$ cat src/rtl/core/vpa_pkg.sv
// Shared types and constants for the variable partition allocator.
package vpa_pkg;

	localparam logic [1:0] OP_ENQ   = 2'd0;
	localparam logic [1:0] OP_ALLOC = 2'd1;
	localparam logic [1:0] OP_TICK  = 2'd2;

	localparam logic [1:0] ST_DONE  = 2'd0;
	localparam logic [1:0] ST_GRANT = 2'd1;
	localparam logic [1:0] ST_NOFIT = 2'd2;
	localparam logic [1:0] ST_FULL  = 2'd3;

	localparam logic [1:0] FIT_FIRST = 2'd0;
	localparam logic [1:0] FIT_NEXT  = 2'd1;
	localparam logic [1:0] FIT_WORST = 2'd2;

	localparam logic REG_FIT_POLICY  = 1'b0;
	localparam logic REG_MEMORY_SIZE = 1'b1;

	localparam logic [15:0] MEM_SIZE_RESET = 16'd1024;

	typedef enum logic [3:0] {
		S_IDLE,
		S_ENQ,
		S_SEARCH,
		S_RESOLVE,
		S_COMMIT,
		S_TICK,
		S_MINIT,
		S_MERGE,
		S_EMIT
	} state_t;

	typedef enum logic [3:0] {
		CMD_NOP,
		CMD_ACCEPT,
		CMD_ENQ,
		CMD_SEARCH,
		CMD_RESOLVE,
		CMD_COMMIT,
		CMD_TICK,
		CMD_MINIT,
		CMD_MERGE,
		CMD_MFIN,
		CMD_EMIT
	} cmd_t;

	typedef struct packed {
		logic q_empty;
		logic search_last;
		logic commit_ok;
		logic tick_last;
		logic merge_end;
		logic out_free;
	} dp_stat_t;

endpackage

$ cat src/rtl/core/vpa_ctrl.sv
// Sequencing state machine of the variable partition allocator.
module vpa_ctrl (
	input  logic              clk,
	input  logic              arst_n,
	input  logic              in_valid,
	input  logic [1:0]        opcode,
	input  vpa_pkg::dp_stat_t stat,
	output vpa_pkg::cmd_t     cmd,
	output logic              in_stall
);
	import vpa_pkg::*;

	state_t state_q;
	state_t state_nx;

	always_ff @(posedge clk or negedge arst_n) begin
		if (!arst_n) begin
			state_q <= S_IDLE;
		end else begin
			state_q <= state_nx;
		end
	end

	always_comb begin
		state_nx = state_q;
		case (state_q)
			S_IDLE: begin
				if (in_valid) begin
					case (opcode)
						OP_ENQ:   state_nx = S_ENQ;
						OP_ALLOC: state_nx = stat.q_empty ? S_EMIT : S_SEARCH;
						OP_TICK:  state_nx = S_TICK;
						default:  state_nx = S_EMIT;
					endcase
				end
			end
			S_ENQ:     state_nx = S_EMIT;
			S_SEARCH:  state_nx = stat.search_last ? S_RESOLVE : S_SEARCH;
			S_RESOLVE: state_nx = stat.commit_ok ? S_COMMIT : S_EMIT;
			S_COMMIT:  state_nx = S_MINIT;
			S_TICK:    state_nx = stat.tick_last ? S_MINIT : S_TICK;
			S_MINIT:   state_nx = S_MERGE;
			S_MERGE:   state_nx = stat.merge_end ? S_EMIT : S_MERGE;
			S_EMIT:    state_nx = stat.out_free ? S_IDLE : S_EMIT;
			default:   state_nx = S_IDLE;
		endcase
	end

	always_comb begin
		cmd      = CMD_NOP;
		in_stall = 1'b1;
		case (state_q)
			S_IDLE: begin
				in_stall = 1'b0;
				cmd      = in_valid ? CMD_ACCEPT : CMD_NOP;
			end
			S_ENQ:     cmd = CMD_ENQ;
			S_SEARCH:  cmd = CMD_SEARCH;
			S_RESOLVE: cmd = CMD_RESOLVE;
			S_COMMIT:  cmd = CMD_COMMIT;
			S_TICK:    cmd = CMD_TICK;
			S_MINIT:   cmd = CMD_MINIT;
			S_MERGE:   cmd = stat.merge_end ? CMD_MFIN : CMD_MERGE;
			S_EMIT:    cmd = stat.out_free ? CMD_EMIT : CMD_NOP;
			default:   cmd = CMD_NOP;
		endcase
	end

endmodule

$ cat config.mk
export PLATFORM = sky130hd
export DESIGN_NAME = vpa_ctrl
export DESIGN_NICKNAME = d
export VERILOG_FILES = /design/src/rtl/core/vpa_pkg.sv /design/src/rtl/core/vpa_ctrl.sv
export SDC_FILE = /design/constraint.sdc
export NUM_CORES = 1
export LEC_CHECK = 0
export ABC_AREA = 1
export BUFFER_PORTS_ARGS = -buffer_cell sky130_fd_sc_hd__buf_2
export CAP_MARGIN = 20
export CORE_AREA = 2 2 39 41
export CTS_CLUSTER_DIAMETER = 50
export DETAILED_ROUTE_END_ITERATION = 6
export DIE_AREA = 0 0 41 43
export PLACE_DENSITY = 0.66
export SETUP_SLACK_MARGIN = 0.05
export SYNTH_ARGS = -nofsm -noshare
export SYNTH_HDL_FRONTEND = slang
export SYNTH_SLANG_ARGS = --single-unit
$ cat constraint.sdc
create_clock -name clk -period 2.4 [get_ports clk]
set_input_delay 0.12 -clock clk [delete_from_list [all_inputs] [get_ports clk]]
set_output_delay 0.12 -clock clk [all_outputs]
set_load 0.02 [all_outputs]
# Yosys cells after proc, flatten, opt, wreduce, memory -nomap -nowiden
# Index checks and enable logic that the tools add are counted.
dict set report word_totals {
  reg_bits 4
  input_bits 11
  output_inout_bits 5
  elab_cells 28
}
dict set report op_classes {
  eq_ne 11
  n_mux 14
  reduce_logical 2
}
# op n
set op_table {}
lappend op_table {{4-bit case mux with 9 select lines} 2}
lappend op_table {{4-bit 2-to-1 mux} 6}
lappend op_table {{4-bit by 3-bit == test with 1-bit output (second input constant)} 4}
lappend op_table {{4-bit case mux with 3 select lines} 1}
lappend op_table {{4-bit by 2-bit == test with 1-bit output (second input constant)} 2}
lappend op_table {{4-bit by 1-bit == test with 1-bit output (second input constant)} 1}
lappend op_table {{4-bit == test (second input constant)} 1}
lappend op_table {{4-bit logical NOT} 1}
lappend op_table {{1-bit 2-to-1 mux} 4}
lappend op_table {{2-bit by 1-bit == test with 1-bit output (second input constant)} 1}
lappend op_table {{2-bit == test (second input constant)} 1}
lappend op_table {{2-bit logical NOT} 1}
lappend op_table {{2-bit 2-to-1 mux} 1}
lappend op_table {{2-bit != test (second input constant)} 1}

# Longest topological paths before layout
dict set report logic_depth {
  ltp_word 4
  depth_mapped 7
  mapped_depth_nobuf 7
}

# Worst setup path before layout
# No wires, ideal clock.
dict set report synth_timing {
  path_type {register -> output}
  start {reg state_q[3]}
  end {out cmd[3]}
  t_arrival_ps 1204
  required_ps 2280
  path_slack_ps 1076
  stages_incl_launch_ff 4
  n_path_buf 0
  cell_sequence {dfrtp_1 nor2_4 inv_1 o21ai_0}
}
dict set report synth_via {
  elab_chain_cells 2
  elab_cells_between_ends 10
  classes_between {eq/ne (8); mux (1); reduce/logical (1)}
}
# item line
set synth_lines {}
lappend synth_lines {{start, declared} vpa_ctrl.sv:13} ;# state_t state_q;
lappend synth_lines {{start signal, assigned} vpa_ctrl.sv:20} ;# state_q <= state_nx;
lappend synth_lines {{4-bit == test, or another cell as far along} vpa_ctrl.sv:52} ;# case (state_q)
lappend synth_lines {{4-bit case mux with 9 select lines *} vpa_ctrl.sv:52}
lappend synth_lines {{end, declared} vpa_ctrl.sv:8} ;# output vpa_pkg::cmd_t cmd,
# Mark *: on every way between the ends. The rest lies on a longest branch, timed or not.

# Worst setup path in the final report
dict set report layout_timing {
  start {reg state_q[3]}
  end {out cmd[0]}
}
# Same word-level chain as after synthesis.

==> reports/results.ini <==
[status]
status = complete, no violations

[layout]
drive_gt1_share_pct = 32.1
nets = 97
top_register = state_q
fin_util_pct = 38.2
largest_reg_flops = 4
reg_top3 = state_q (4)
n_antenna_cell = 0
fillers = 153
syn_to_final_growth_pct = 31.8

[floorplanning]
core_sq_um = 1380
die_area_sq_um = 1760
die_height_um = 43
row_count = 14
initial_core_util_pct = 29.0
fp.dieW_um = 41
ios = 16

[clock_tree]
path_clk_slew_ns = 0.04
insertion_delay_ns = 0.23
numCtsBuffers = 3
cts.sinks = 4
htree_levels = 1
root_buffer = clkbuf_4
hold_buffers = 1
cts_tree = yes
cts_resized = 0
clockBufferDepth = 2
postCtsSetupRepairBufs = 0

[synthesis]
syn_nets = 76
synth_flop_cell = dfrtp_1
synth_most_common_cell = nand2_1
synth_seq_area_share_pct = 24.9
async_flop_share_pct = 100
synth.area.top_cells = dfrtp_1 25%, nand3_1 11%, nand2_1 11%
synth.yosys.warnings = 0
synth_top_area_cell = dfrtp_1
synth_top_area_share_pct = 24.9
syn_avg_cell_area_sq_um = 6.18
ys_seq_elements = 4
syn_area_sq_um = 402
syn_inst = 65
synth_cell_types = 18
synth_edf_count = 0
ys_top_cells_by_count = 12 x nand2_1, 11 x inv_1, 9 x nand3_1, 8 x nor2_1, 4 x dfrtp_1

[timing]
slew-limit-headroom_pct = 78.1
setup_viol = 0
drv_slew = 0
fin_tns_setup_ns = 0
period_share_pct = 61.9
final_hold_viol_count = 0
rsz0062_at_grt = false
worstMarginPinSlew_ns = 0.328
max_freq_ghz = 0.673
fin_skew_ns = 0.00307
min_period_ns = 1.49

[job]
cap_violations = 0

[worst_setup_path]
crit_type = flop to primary output
crit_path_start_kind = flop
cp_max_fo = 7
end_kind = primary output
cp_data_arrival_time_ns = 1.37
worstPathCellList = nor2_4, nand2_4, inv_2, nand2_1, nand3_1, buf_2
worstPathRequired_ns = 2.28
r2r_slack_ns = 1.20
crit_slowest_cell = dfrtp_1
max_stage_delay_ns = 0.48
path_delay_family = flip-flops
critPathBufInv = 2

[routing]
route.detailed.drc = 0
first_pass_iters = 4
via_per_inst = 4.53
routed_wl_um = 915
drt_iter0_markers = 5
vias = 453
wire_per_inst_um = 9.15
ant_nets = 0

[global_route]
gr-total-overflow = 0
grt_max_degree = 8
track_usage_pct = 13.9
antenna_found_initial = 0
grt_pass1_vias = 445
grt_pass1_wl_um = 1640

[power]
p_per_area_nw_per_um2 = 1200
power_leakage_nw = 0.301
ir_drop_v = 0.000504

[place]
io_buffers = 15
gp_congestion = 0.768
hpwl_um = 785

[worst_hold_path]
hold_path_class = input pin to flop

[cells by family after synthesis]
group	count (synthesis)	synth area share (%)
AO/OA/AOI/OAI	7	10.6
buffers and inverters	14	13.1
flip-flops	4	24.9
AND/OR/NAND/NOR	40	51.4
[layer usage]
layer / vias to the layer above / global-route usage (%) / share of wire, %
met1: 195 / 15.7 / 45
li1: 249 / - / -
met5: - / 0 / 0
met2: 9 / 22.5 / 52
met3: 0 / 3.14 / 3.0
met4: 0 / 8.00 / 0
[layout by cell type (no fill, tap or decap), drive strengths merged]
master	instances
nor3	2
nand3	10
nand4	2
dfrtp	4
nor2	12
inv	14
buf	15
dlygate4sd3	1
o21ai	3
clkbuf	3
a21oi	1
nand3b	1
o31ai	1
o21bai	1
o211ai	1
nand2	13
[area by class of cell]
type / instances / area [sq um] / share of cell area (%)
Clock buffer: 3 / 22.5 / 4.26
Sequential cell: 4 / 100 / 18.9
Tap cell: 16 / 20.0 / 3.78
Inverter: 14 / 52.6 / 9.93
Multi-Input combinational cell: 47 / 249 / 47.0
Timing Repair Buffer: 16 / 85.1 / 16.1
[tightest hold or removal path, delay by kind of cell]
family        cells  cell delay, ns
buf+inv           1            0.09
simple gates      2            0.14
[final timing paths]
| path | startpoint | to | cells after the start |
|---|---|---|---|
| hold / removal | in_valid | state_q[0] | 3 |
| setup / recovery | state_q[3] | cmd[0] | 6 |
| max in group asynchronous | arst_n | state_q[1] | 2 |
| setup reg to reg | state_q[3] | state_q[2] | 6 |
| min in group asynchronous | arst_n | state_q[3] | 2 |
| hold reg to reg | state_q[0] | state_q[0] | 4 |
[per-stage QoR]
step                worst slack [ns]  total power [mW]  cell area [sq um]  cells  hold WS, ns
finish                         0.914             0.634                529    100        0.166
global route                   0.833             0.689                529    100        0.187
CTS                            0.918             0.640                529    100        0.161
detailed placement              1.17             0.554                497     96      -0.0749
global placement                1.16             0.554                497     96      -0.0740
floorplan                       1.08             0.445                402     65       -0.176
[where the power goes]
group / switching [mW] / internal, mW / total, mW
Clock: 0.0245 / 0.0557 / 0.0802
Combinational: 0.269 / 0.141 / 0.409
Sequential: 0.0486 / 0.0955 / 0.144
Total: 0.342 / 0.292 / 0.634
(Power assumes the default switching activity.)
